===== src/sv/ssnf_pkg.sv =====
// Shared types, segment constants and digit table for the seven-segment formatter.
`timescale 1ns / 1ps

package ssnf_pkg;

  // Operation codes carried on the input tuser.
  typedef enum logic [1:0] {
    OP_INT    = 2'd0,
    OP_TENTHS = 2'd1,
    OP_RAW    = 2'd2,
    OP_APPEND = 2'd3
  } op_e;

  localparam int unsigned VALUE_W = 32;
  localparam int unsigned CHAR_W  = 8;
  localparam int unsigned PAT_W   = 32;
  localparam int unsigned MAG_W   = 14;   // magnitude of an in-range value (0..9999)

  // Bits within a digit byte: 0 upper right, 1 top, 2 middle, 3 upper left,
  // 4 lower left, 5 bottom, 6 lower right, 7 decimal point.
  localparam logic [7:0] SEG_MINUS = 8'h04;
  localparam logic [7:0] SEG_E     = 8'h3E;
  localparam logic [7:0] SEG_DP    = 8'h80;
  localparam logic [7:0] SEG_ZERO  = 8'h7B;

  localparam logic [PAT_W-1:0] SEG_ERROR = {4{SEG_E}};
  localparam logic [PAT_W-1:0] KEEP_HIGH = 32'hFFFF_FF00;

  localparam logic signed [VALUE_W-1:0] INT_HIGH = 32'sd9999;
  localparam logic signed [VALUE_W-1:0] INT_LOW  = -32'sd999;

  // Reciprocal constants: floor(m * R >> S) equals floor(m / D) for m <= 9999.
  localparam logic [16:0] RECIP10    = 17'd52429;  // shift 19
  localparam logic [12:0] RECIP100   = 13'd5243;   // shift 19
  localparam logic [13:0] RECIP1000  = 14'd8389;   // shift 23

  // One input beat.
  typedef struct packed {
    op_e                       op;
    logic signed [VALUE_W-1:0] value;
    logic [CHAR_W-1:0]         extra_char;
  } req_t;

  function automatic logic [7:0] seg_digit(input logic [3:0] d);
    logic [7:0] s;
    case (d)
      4'd0:    s = SEG_ZERO;
      4'd1:    s = 8'h41;
      4'd2:    s = 8'h37;
      4'd3:    s = 8'h67;
      4'd4:    s = 8'h4D;
      4'd5:    s = 8'h6E;
      4'd6:    s = 8'h7E;
      4'd7:    s = 8'h43;
      4'd8:    s = 8'h7F;
      4'd9:    s = 8'h6F;
      default: s = 8'h00;
    endcase
    return s;
  endfunction

endpackage


===== src/sv/seven_segment_number_formatter.sv =====
// Top level: formats one request beat into a four-digit seven-segment pattern.
`timescale 1ns / 1ps
//
// Usage
//   Input stream (s_*): tdata = {extra_char[7:0], value[31:0]}, tuser = operation.
//     operation 0 shows value as a left-justified integer (-999..9999),
//     1 shows value as signed tenths with a decimal point, 2 passes value
//     through as a raw pattern, 3 replaces the rightmost byte with extra_char.
//   Output stream (m_*): tdata = pattern (leftmost digit in bits 31:24),
//     tuser = out_of_range, set when an integer or tenths value is outside
//     -999..9999 and the E pattern is shown.
//   Path: a beat accepted into the input register moves on to the result
//     register and is then presented on m_tvalid_o.
//   Throughput: one beat per cycle while m_tready_i is high. The digit
//     split uses three independent constant-reciprocal multiplies in
//     parallel, so the whole format fits between the input and result registers.
//   Stall: when m_tready_i is low the result register holds; the input
//     register still takes a beat if it is empty, then s_tready_o drops until the
//     result is taken. No beat is lost or repeated.
//   Reset: rst_ni (async, active low) empties both registers; no output beat
//     appears until a new input beat is accepted.
//
module seven_segment_number_formatter (
  input  logic        clk_i,
  input  logic        rst_ni,
  input  logic        s_tvalid_i,
  output logic        s_tready_o,
  input  logic [39:0] s_tdata_i,   // [31:0] value, [39:32] extra_char
  input  logic [1:0]  s_tuser_i,   // [1:0] operation
  output logic        m_tvalid_o,
  input  logic        m_tready_i,
  output logic [31:0] m_tdata_o,   // [31:0] pattern
  output logic        m_tuser_o    // [0] out_of_range
);
  import ssnf_pkg::*;

  // ---------------------------------------------------------------
  // Handshake: two-entry pipeline, each stage advances when the one
  // after it is empty or draining.
  // ---------------------------------------------------------------
  logic req_valid_q, req_valid_d;
  logic out_valid_q, out_valid_d;
  req_t req_q;
  logic out_adv, req_adv;

  assign out_adv    = !out_valid_q || m_tready_i;
  assign req_adv    = !req_valid_q || out_adv;
  assign s_tready_o = req_adv;

  assign req_valid_d = req_adv ? s_tvalid_i : req_valid_q;
  assign out_valid_d = out_adv ? req_valid_q : out_valid_q;

  always_ff @(posedge clk_i or negedge rst_ni) begin
    if (!rst_ni) begin
      req_valid_q <= 1'b0;
      out_valid_q <= 1'b0;
    end else begin
      req_valid_q <= req_valid_d;
      out_valid_q <= out_valid_d;
    end
  end

  always_ff @(posedge clk_i) begin
    if (req_adv && s_tvalid_i) begin
      req_q.op         <= op_e'(s_tuser_i);
      req_q.value      <= $signed(s_tdata_i[31:0]);
      req_q.extra_char <= s_tdata_i[39:32];
    end
  end

  // ---------------------------------------------------------------
  // Format logic
  // ---------------------------------------------------------------
  logic             neg, err;
  logic [MAG_W-1:0] mag;

  assign neg = req_q.value[VALUE_W-1];
  assign err = (req_q.value > INT_HIGH) || (req_q.value < INT_LOW);
  // only meaningful when in range
  assign mag = neg ? (MAG_W'(0) - req_q.value[MAG_W-1:0]) : req_q.value[MAG_W-1:0];

  // parallel constant divides by 10, 100, 1000
  logic [30:0] p10;
  logic [26:0] p100;
  logic [27:0] p1000;
  logic [9:0]  q10;
  logic [6:0]  q100;
  logic [3:0]  q1000;

  assign p10   = 31'(mag) * 31'(RECIP10);
  assign p100  = 27'(mag) * 27'(RECIP100);
  assign p1000 = 28'(mag) * 28'(RECIP1000);
  assign q10   = p10[28:19];
  assign q100  = p100[25:19];
  assign q1000 = p1000[26:23];

  logic [MAG_W-1:0] r0;
  logic [9:0]       r1;
  logic [6:0]       r2;
  logic [3:0]       d0, d1, d2, d3;

  assign r0 = mag - ((MAG_W'(q10) << 3) + (MAG_W'(q10) << 1));
  assign r1 = q10 - ((10'(q100) << 3) + (10'(q100) << 1));
  assign r2 = q100 - ((7'(q1000) << 3) + (7'(q1000) << 1));
  assign d0 = r0[3:0];
  assign d1 = r1[3:0];
  assign d2 = r2[3:0];
  assign d3 = q1000;

  logic [7:0] s0;
  logic [PAT_W-1:0] digits, pat_shift, pat_int;
  logic [1:0] lz;

  assign s0     = seg_digit(d0);
  assign digits = {seg_digit(d3), seg_digit(d2), seg_digit(d1), s0};

  // leading zeros dropped (at most three)
  always_comb begin
    if (d3 != 4'd0)      lz = 2'd0;
    else if (d2 != 4'd0) lz = 2'd1;
    else if (d1 != 4'd0) lz = 2'd2;
    else                 lz = 2'd3;
  end

  assign pat_shift = digits << {lz, 3'b000};

  always_comb begin
    if (err)      pat_int = SEG_ERROR;
    else if (neg) pat_int = {SEG_MINUS, pat_shift[31:8]};
    else          pat_int = pat_shift;
  end

  // tenths: leading zero below 1.0, decimal point position by magnitude
  logic       under_one, big100, big1000;
  logic [1:0] dp_pos;
  logic [PAT_W-1:0] pat_tenths, dp_mask;

  assign under_one = !err && (mag < MAG_W'(10));
  assign big100    = err || (mag >= MAG_W'(100));
  assign big1000   = err || (mag >= MAG_W'(1000));
  assign dp_pos    = {1'b0, neg} + {1'b0, big100} + {1'b0, big1000};
  assign dp_mask   = PAT_W'(SEG_DP) << {~dp_pos, 3'b000};

  always_comb begin
    if (under_one && neg)  pat_tenths = {SEG_MINUS, SEG_ZERO, s0, 8'h00};
    else if (under_one)    pat_tenths = {SEG_ZERO, s0, 16'h0000};
    else                   pat_tenths = pat_int;
  end

  logic [PAT_W-1:0] pattern_d, pattern_q;
  logic             oor_d, oor_q;

  always_comb begin
    case (req_q.op)
      OP_INT: begin
        pattern_d = pat_int;
        oor_d     = err;
      end
      OP_TENTHS: begin
        pattern_d = pat_tenths | dp_mask;
        oor_d     = err;
      end
      OP_RAW: begin
        pattern_d = req_q.value;
        oor_d     = 1'b0;
      end
      default: begin
        pattern_d = (req_q.value & KEEP_HIGH) | PAT_W'(req_q.extra_char);
        oor_d     = 1'b0;
      end
    endcase
  end

  always_ff @(posedge clk_i) begin
    if (out_adv && req_valid_q) begin
      pattern_q <= pattern_d;
      oor_q     <= oor_d;
    end
  end

  assign m_tvalid_o = out_valid_q;
  assign m_tdata_o  = pattern_q;
  assign m_tuser_o  = oor_q;

endmodule


===== config.mk =====
export PLATFORM = sky130hd
export DESIGN_NAME = seven_segment_number_formatter
export DESIGN_NICKNAME = d
export VERILOG_FILES = /design/src/sv/ssnf_pkg.sv /design/src/sv/seven_segment_number_formatter.sv
export SDC_FILE = /design/constraint.sdc
export NUM_CORES = 1
export LEC_CHECK = 0
export BUFFER_PORTS_ARGS = -buffer_cell sky130_fd_sc_hd__buf_2
export CORE_ASPECT_RATIO = 1.5
export CORE_MARGIN = 4
export CORE_UTILIZATION = 60
export DETAILED_ROUTE_END_ITERATION = 16
export MAX_ROUTING_LAYER = met4
export PLACE_DENSITY = 0.88
export SKIP_LAST_GASP = 1
export SLEW_MARGIN = 20
export SYNTH_ARGS = -nofsm -noshare
export SYNTH_HDL_FRONTEND = slang
export SYNTH_SLANG_ARGS = --single-unit

===== constraint.sdc =====
create_clock -name clk_i -period 24.2 [get_ports clk_i]
set_input_delay 1.21 -clock clk_i [delete_from_list [all_inputs] [get_ports clk_i]]
set_output_delay 1.21 -clock clk_i [all_outputs]
set_load 0.02 [all_outputs]

* Word level (Yosys, flattened, before mapping)
Memory sizes are Yosys's and may differ from the RTL's.
Index checks and enable logic that the tools add are counted.
W data, S select, Z words.
** Cells by class
- $add $sub $neg :: 9
- Multiply operators :: 3
- Magnitude comparators :: 5
- Equality and inequality tests :: 2
- Shift operators :: 2
- Multiplexer cells :: 9
- Bitwise operators :: 3
- Reduce and logical (&&, ||, !) cells :: 17
** Operator list (count)
- $mux W32 :: 4
- $pmux W32 S3 :: 1
- $gt A32 B15 Y1 const B :: 1
- $lt A32 B11 Y1 const B :: 1
- $or A32 B32 Y32 :: 1
- $or A32 B8 Y32 :: 1
- $shl A32 B5 Y32 :: 1
- $shl A8 B5 Y32 const A :: 1
- $mul A14 B14 Y27 const B :: 1
- $mul A14 B13 Y23 const B :: 1
- $mul A14 B16 Y23 const B :: 1
- $ge A14 B10 Y1 const B :: 1
- $ge A14 B7 Y1 const B :: 1
- $lt A14 B4 Y1 const B :: 1
- $mux W14 :: 1
- $sub A1 B14 Y14 const A :: 1
- $add A4 B4 Y4 :: 3
- $reduce_bool A4 Y1 :: 3
- $sub A4 B4 Y4 :: 3
- $logic_or A1 B1 Y1 :: 5
- $logic_and A1 B1 Y1 :: 4
- $mux W2 :: 2
- $logic_not A1 Y1 :: 3
- $add A1 B1 Y2 :: 1
- 7 further kinds :: 7
** Word-level totals
- Flip-flop bits (word level) :: 77
- Memory bits (read-only) :: 448
- Bits of input ports :: 46
- Output and inout port bits :: 35
- Word-level logic and storage cells :: 61
- Memories kept :: 4
** Memory list
- (name not given) :: depth 16, width 7, read ports 1, clocked after memory_dff 0, wr ports 0, line ssnf_pkg.sv:46 : case (d)
- (name not given) :: depth 16, width 7, read ports 1, clocked after memory_dff 0, wr ports 0, line ssnf_pkg.sv:46
- (name not given) :: depth 16, width 7, read ports 1, clocked after memory_dff 0, wr ports 0, line ssnf_pkg.sv:46
- (name not given) :: depth 16, width 7, read ports 1, clocked after memory_dff 0, wr ports 0, line ssnf_pkg.sv:46

* Longest topological paths before layout
Gate-level depths: netlist (run 1).
- Depth after elaboration :: 16
- Gate-level depth with buffers :: 40
- Gate-level depth less buffers :: 38

* Worst setup path before layout (run 1)
No wires, ideal clock.
- Path type :: reg2reg
- From :: reg req_q[8] in the netlist's numbering
- To :: reg pattern_q[6], in the netlist m_tdata_o[6], data pin
- Setup time :: 0.254 ns
- Arrival :: 9.847 ns
- Required time :: 23.946 ns
- Path slack :: 14.098 ns
- Stages on the path, launching flop included :: 35
- Buffers on the path :: 2
- Clock period less this slack :: 10.102 ns
- Path through :: edfxtp_1 -> inv_1 -> ha_1 -> or3b_2 -> or4_1 -> nand2_1 -> xor2_1 -> inv_1 -> ha_1 -> ha_1 -> inv_1 -> fa_1 -> fa_1 -> fa_1 -> inv_1 -> ha_1 -> ha_1 -> a21oi_1 -> o21ai_0 -> o41ai_1 -> mux2i_1 -> ha_1 -> xnor2_1 -> xnor2_1 -> xnor2_1 -> xnor3_1 -> o21ba_2 -> nor4_1 -> a31o_2 -> buf_6 -> buf_6 -> mux2i_1 -> a2bb2oi_1 -> o21ai_1 -> o21a_1
** Between the ends
- Word-level cells in the longest chain between the ends :: 16
- Elaborated cells between the ends (all ways) :: 43
- Those cells by class :: add/sub (9); mul (3); order compare (5); shift (2); mux (9); bitwise (2); reduce/logical (9); memory (4)
** RTL lines
- from (decl) :: line seven_segment_number_formatter.sv:43 : req_t req_q;
- branches (longest 15 deep; another with $mul A14 B16 Y23)
- $pmux W32 S3 * :: line seven_segment_number_formatter.sv:154 : case (req_q.op)
- named net pattern_d[6] :: line seven_segment_number_formatter.sv:150 : logic [PAT_W-1:0] pattern_d, pattern_q;
- to (signal assigned) :: line seven_segment_number_formatter.sv:176 : pattern_q <= pattern_d;
- to (decl) :: line seven_segment_number_formatter.sv:150
Mark *: on every way through the listed nets, which the timed path passes.
A chain may end at the register's enable or synchronous reset.

* Worst setup path after layout (run 1)
- From :: reg req_q[8] in the netlist's numbering
- To :: reg pattern_q[10], in the netlist m_tdata_o[10], data pin
The elaborated chain is that of the path after synthesis.

==> results of run 1 <==
-- worst max-delay path, delay by kind of cell (launching register included) --
family / cells / cell delay [ns]
mux: 4 / 1.27
fa+ha+maj: 8 / 3.37
compound gates: 5 / 1.66
xor+xnor: 7 / 2.65
flops: 1 / 0.73
buf+inv: 6 / 1.01
simple gates: 3 / 0.69
-- stage by stage --
step	hold slack [ns]	utilization	setup slack (ns)
global placement	0.469	0.642	12.48
global route	0.541	0.656	11.81
finish	0.502	0.656	12.56
floorplan	0.449	-	14.10
CTS	0.498	0.655	12.21
detailed placement	0.471	0.642	12.29
-- routing by layer --
layer,vias to the layer above,GRT usage,part of all wire
met5,-,-,0
met1,5614,0.323,0.32
met4,0,0.289,0.11
li1,5335,-,-
met2,601,0.584,0.51
met3,264,0.0369,0.058
-- final cells by class --
type | count | area [um2] | share of cell area
clock buffer | 9 | 225 | 0.0150
multi-input combinational | 1073 | 10300 | 0.686
tap | 280 | 350 | 0.0233
clock inverter | 7 | 81.3 | 0.00540
timing repair buffer | 99 | 541 | 0.0359
inverter | 328 | 1230 | 0.0818
sequential | 77 | 2300 | 0.153
-- path summary, 6_finish.rpt --
check	from	endpoint	slack (ns)
worst max-delay path	req_q[8]$_DFFE_PP_	m_tdata_o[10]$_DFFE_PP_	12.56
worst min-delay path	req_valid_q$_DFFE_PN0N_	m_tvalid_o$_DFFE_PN0P_	0.50
worst max register to register	req_q[8]$_DFFE_PP_	m_tdata_o[10]$_DFFE_PP_	12.56
worst min register to register	req_valid_q$_DFFE_PN0N_	m_tvalid_o$_DFFE_PN0P_	0.50
max in group asynchronous	rst_ni	req_valid_q$_DFFE_PN0N_	23.46
min in group asynchronous	rst_ni	m_tvalid_o$_DFFE_PN0P_	0.64
-- sequential cells by signal, indices dropped and copies added (netlist names) --
| name | count |
|---|---|
| m_tuser_o | 1 |
| req_q | 41 |
| m_tvalid_o | 1 |
| m_tdata_o | 32 |
| neg | 1 |
| req_valid_q | 1 |
-- cells by family (layout without fill, tap and decap cells) --
kind of cell	Yosys count	after routing	share of synthesized area
xor gates and xnor gates	62	62	0.0440
AOI/OAI and AO/OA	291	291	0.145
muxes	31	31	0.0232
and+or+nand+nor	297	297	0.106
adders and majority gates	392	392	0.418
buffers and inverters	361	443	0.0988
DFF	77	77	0.164
-- synth_stat cells (4+ instances only) --
cell type,instances
o41ai_1,5
nand4_1,17
mux2i_1,19
o21ai_1,6
o31a_1,4
and2_1,9
nor2_1,85
a211oi_1,20
nand2_1,69
mux2_2,12
clkbuf_1,22
or4_1,7
nor2b_1,7
o211a_1,4
xnor2_1,41
ha_1,263
a21oi_1,68
nand3_1,23
a22oi_1,8
o2111ai_1,4
a221oi_1,11
inv_1,324
a21o_1,4
xor2_1,15
o211ai_1,17
a211o_1,5
edfxtp_1,75
and3_1,7
nor4_1,8
and4_1,5
nor3_1,15
fa_1,127
nand2b_1,16
o21a_1,6
o21ai_0,59
buf_2,5
nand3b_1,4
a31oi_1,5
o31ai_1,10
a221o_1,5
or2_2,9
==> summary.txt, run 1 <==
Run status
  – Status: complete, no violations

STA
  – Fin crit period: ~12 ns
  – Setup violations, final: 0
  – Fin. Hold Viols: 0
  – Clock Skew: about 0.013 ns
  – Max Clk Rate: 0.0859 GHz
  – Rel. slew slack: 0.278
  – Tcrit/Tclk final: 0.481
  – Worst slew pin tran: 1.07 ns
  – Setup TNS: 0 ns
  – RSZ-0062 raised after global routing: no
  – Fin. max-slew vios: 0

GRT
  – Largest net degree at the start of global routing: 49
  – Number of global-route vias before repair: 12400
  – First-pass GRT wire length: approximately 65 mm
  – GRT overflow: 0
  – GRT Resource Usage Total: 0.333
  – Antenna violations before repair: 0

Clocking
  – CTS tree: done
  – Clk buf depth: 2
  – Inserted Clock Buffers: 9
  – Clk_lat worst skew: 0.35 ns
  – Cts repair resizes: 0
  – Hold buffer count at CTS: 0
  – Clock transition at path regs: ~0.070 ns
  – Root Driver: clkbuf_16
  – H-tree depth: 3
  – Post-CTS Setup Inserts: 0
  – # clock sinks: 77

Floorplanning
  – Row count: around 70
  – Die H: 195 um
  – Core box area: 0.0230 mm2
  – Initial Util: 0.610
  – Die W: 133 um
  – Ports: slightly above 80
  – Die area: 0.0259 mm2

Critical path
  – Arr. time, crit path: 11.74 ns
  – Slowest stage delay, CP: about 0.87 ns
  – Critical path endpoint category: register
  – R2R cell count: 33
  – WS Path Type: reg -> reg
  – Crit-path max FO: 15
  – WP data required: 24.30 ns
  – Crit-path slowest cell: xor2_1
  – Worst setup SP type: register

Final layout
  – Most frequent cells in the layout: inv_1 (324), ha_1 (263), fa_1 (127), nor2_1 (85), buf_2 (81)
  – Layout cell share with drive strength beyond 1: 0.104
  – NumNets Final: between 2000 and 2500
  – Area Growth Syn to Fin: 7.52%
  – Most common cell after layout, fill and taps aside: inv_1
  – # fillers: 1853
  – ANT cells: 0
  – Fin cells: ~1900
  – Post-route cell area: 0.0151 mm2

Logic synthesis
  – Top_reg_cell synth: edfxtp_1
  – Synth area leaders: ha_1 (23%), fa_1 (18%), edfxtp_1 (16%)
  – Number of synthesized flops with an enable pin: 75
  – Netlist cell types: 93
  – Ys Warns: 0
  – Async S/R FF share, synth: 0.0260
  – FF+latch count, synth: between 70 and 80
  – Syn avg cell area: just over 9 um2
  – Post-synthesis sequential area ratio: 0.164
  – Syn Nets: roughly 1900
  – Post-synthesis instance area: 0.0140 mm2
  – Yosys top cell area share: 0.235
  – Yosys top cell by area: ha_1
  – Post-Synthesis Cells: 1511

Place
  – Dpl cells: 1856
  – Dpl cell area: between 0.01 and 0.015 mm2
  – DPL Wire Length: 35.3 mm
  – IO buf count: 80
  – GPL Wtd Cong: around 1.1

Routing
  – DR pass1 iterations: 7
  – Routed Antenna Nets: 0
  – Total number of vias: 11800
  – DR iter-0 viols: 850
  – Remaining DRCs: 0
  – Via/cell ratio: between 6 and 7
  – Total Wirelength: 41.9 mm
  – Routed wire length per instance: 22.4 um

Min path
  – Worst Hold Depth: 1
  – Min-Delay Path Class: reg -> reg

Flow run
  – Max_cap viols: 0
Power of run 1 is left out: the tool's default activity adds up to more than one toggle a clock period on the data nets, which glitch-free logic cannot reach.
==> inputs of run 2 (changes only) <==
- ABC_AREA: default -> 1
- clock period: 24.2 -> 11.2 ns (I/O delays scaled with it)
==> run 2 against run 1 <==
Net effect:
- sequential share of layout area decreased by 0.54 points
- flip-flop and latch count unchanged
- area after synthesis is 3.8% higher
- first-iteration DRC count shrank 0.35%
- wire length grew 12%
- die area increased by 3.6%
- fmax is 18% higher
- hold slack lost 0.11 ns
- final cell count grew 24%
==> summary.txt, run 2 <==
Logic synthesis
  – Top-count cell post-synth: inv_1
  – Post-Synth Adder-Cell Area: 0.402
  – Synth area leaders: ha_1 (23%), fa_1 (17%), edfxtp_1 (15%)
  – Netlist cell types: 49
  – Largest family of logic cells by synthesized area: adder cells
  – Xor/xnor share of the synthesized area: 0.0151
  – Top_reg_cell synth: edfxtp_1
  – Simple-gate share of the synthesized area: 0.225
  – Post-synthesis instance area: 0.0145 mm2
  – Syn Nets: 2348
  – Mux share of post-synthesis cell area: 0
  – Yosys top cell area share: 0.227
  – Post-synthesis sequential area ratio: 0.158
  – Commonest cells in the netlist: inv_1 (453), nand2_1 (417), ha_1 (264), nand3_1 (135), fa_1 (127)
  – Post-Synthesis Cells: roughly 1900
  – Syn avg cell area: 7.60 um2
  – Synth Area in Compound Gates: 0.0715
  – Yosys top cell by area: ha_1
  – Ys Warns: 0
  – Async S/R FF share, synth: 0.0260
  – Number of synthesized flops with an enable pin: 75
  – FF+latch count, synth: 77

STA
  – Worst slew pin tran: 1.09 ns
  – Max Clk Rate: 0.101 GHz
  – Fin. max-slew vios: 0
  – Fin. Hold Viols: 0
  – Setup TNS: 0 ns
  – Rel. slew slack: 0.269
  – Fin crit period: slightly below 10 ns
  – Clock Skew: between 0.015 and 0.02 ns
  – Setup violations, final: 0
  – WHS: roughly 0.4 ns
  – Tcrit/Tclk final: 0.881
  – RSZ-0062 raised after global routing: no

Place
  – IO buf count: 80
  – GPL Wtd Cong: 1.04
  – DPL Wire Length: 40.4 mm

Final layout
  – Layout cell share with drive strength beyond 1: 0.0765
  – Largest Register: req_q
  – ANT cells: 0
  – Largest register FFs: 41
  – Most frequent cells in the layout: inv_1 (452), nand2_1 (417), ha_1 (264), nand3_1 (135), fa_1 (127)
  – NumNets Final: 2431
  – Area Growth Syn to Fin: 7.39%
  – Most common cell after layout, fill and taps aside: inv_1

Critical path
  – Crit-path most repeated cell: nand2_1
  – Crit-path slowest cell: fa_1
  – R2R cell count: 49
  – Slowest stage delay, CP: 0.56 ns
  – WP data required: 11.40 ns
  – Worst setup SP type: register
  – Critical path endpoint category: register
  – Arr. time, crit path: just over 10 ns
  – Crit-path max FO: 33
  – Crit Reg-Reg Endpoint: m_tdata_o[20]$_DFFE_PP_
  – R2R setup slack: roughly 1.3 ns
  – FF-to-FF Start: req_q[8]$_DFFE_PP_
  – WS Path Type: reg -> reg

Min path
  – Worst Hold Depth: 1
  – Hold Startpoint: s_tdata_i[34]
  – Hold EP: req_q[2]$_DFFE_PP_
  – Min-Delay Path Class: in -> reg

Clocking
  – Clk buf depth: 2
  – Root Driver: clkbuf_16
  – Inserted Clock Buffers: 9
  – # clock sinks: just under 80
  – CTS tree: done
  – Clk_lat worst skew: 0.34 ns
  – Clock transition at path regs: 0.07 ns
  – H-tree depth: 3
  – Cts repair resizes: 0

Floorplanning
  – Core box area: 0.0237 mm2
  – Row count: 69
  – Ports: 81
  – Die H: slightly below 200 um
  – Die area: 0.0268 mm2
  – Die W: 135 um
  – Initial Util: 0.612

GRT
  – GRT Resource Usage Total: 0.372
  – Number of global-route vias before repair: 14000
  – GRT overflow: 0
  – Antenna violations before repair: 0
  – First-pass GRT wire length: about 74 mm
  – Largest net degree at the start of global routing: 43

Routing
  – DR iter-0 viols: between 800 and 900
  – Remaining DRCs: 0
  – Routed Antenna Nets: 0
  – Routed wire length per instance: approximately 20 um
  – Total Wirelength: between 40 and 50 mm
  – DR pass1 iterations: 5
  – Via/cell ratio: approximately 5.6
  – Total number of vias: ~13000

Flow run
  – Max_cap viols: 0

Run status
  – Status: complete, no violations
run 2: cell count changes after synthesis, moves of 31 or more:
cell	before	now
nor2_1	85	116
nand2_1	69	417
nand3_1	23	135
inv_1	324	453
xnor2_1	41	6
run 2: cell type report:
cell class                      instances  area, um2
Fill cell                            2101       8140
Tap cell                              319        399
Clock buffer                           11        233
Clock inverter                          5       35.0
Multi-Input combinational cell       1352      10400
Timing Repair Buffer                   94        508
Inverter                              460       1730
Sequential cell                        77       2300
run 2: routing by layer:
| metal | GRT usage | wire, um |
|---|---|---|
| met1 | 0.346 | 15100 |
| met5 | - | 0 |
| met3 | 0.0299 | 1740 |
| met4 | 0.290 | 4690 |
| met2 | 0.692 | 25300 |
run 2: how the worst max path moves through the flow:
stage,startpoint,endpoint,slack (ns),cells past startpoint
6_report,req_q[8]$_DFFE_PP_,m_tdata_o[20]$_DFFE_PP_,1.33,49
5_1_grt,req_q[8]$_DFFE_PP_,m_tdata_o[4]$_DFFE_PP_,0.52,46
4_1_cts,req_q[8]$_DFFE_PP_,m_tdata_o[20]$_DFFE_PP_,1.34,49
3_5_place_dp,req_q[8]$_DFFE_PP_,m_tdata_o[20]$_DFFE_PP_,1.38,49
3_3_place_gp,req_q[8]$_DFFE_PP_,m_tdata_o[4]$_DFFE_PP_,1.43,46
2_1_floorplan,req_q[8]$_DFFE_PP_,m_tdata_o[22]$_DFFE_PP_,2.43,47
run 2: kinds of logic (layout without fill, tap and decap cells):
| kind of cell | after synthesis | count (layout) |
|---|---|---|
| XOR/XNOR | 25 | 25 |
| AND/OR/NAND/NOR | 749 | 749 |
| buffers and inverters | 482 | 570 |
| AO/OA/AOI/OAI | 187 | 187 |
| flip-flops | 77 | 77 |
| adder cells (fa/ha/maj) | 391 | 391 |
run 2: stage by stage:
step | area, um2 | util | cells | setup WS (ns)
6_report | 15600 | 0.657 | 2318 | 1.33
5_1_grt | 15600 | 0.657 | 2318 | 0.517
4_1_cts | 15600 | 0.657 | 2318 | 1.34
3_5_place_dp | 15300 | 0.646 | 2301 | 1.38
3_3_place_gp | 15300 | 0.645 | 2301 | 1.43
2_1_floorplan | 14500 | - | 1911 | 2.43
run 2: worst max-delay path, delay by kind of cell, from the launching register on:
family	cells	cell delay, ns
compound gates	3	0.54
fa+ha+maj	8	3.33
buf+inv	9	0.97
simple gates	28	4.26
xor+xnor	1	0.18
flops	1	0.39
run 2: what timing repair did:
action                                  CTS  global route
hold endpoints to repair                  2             0
hold buffers                              1             0
endpoints found under the setup margin    0             0
setup buffers                             0             0
Power of run 2 is left out for the same reason.
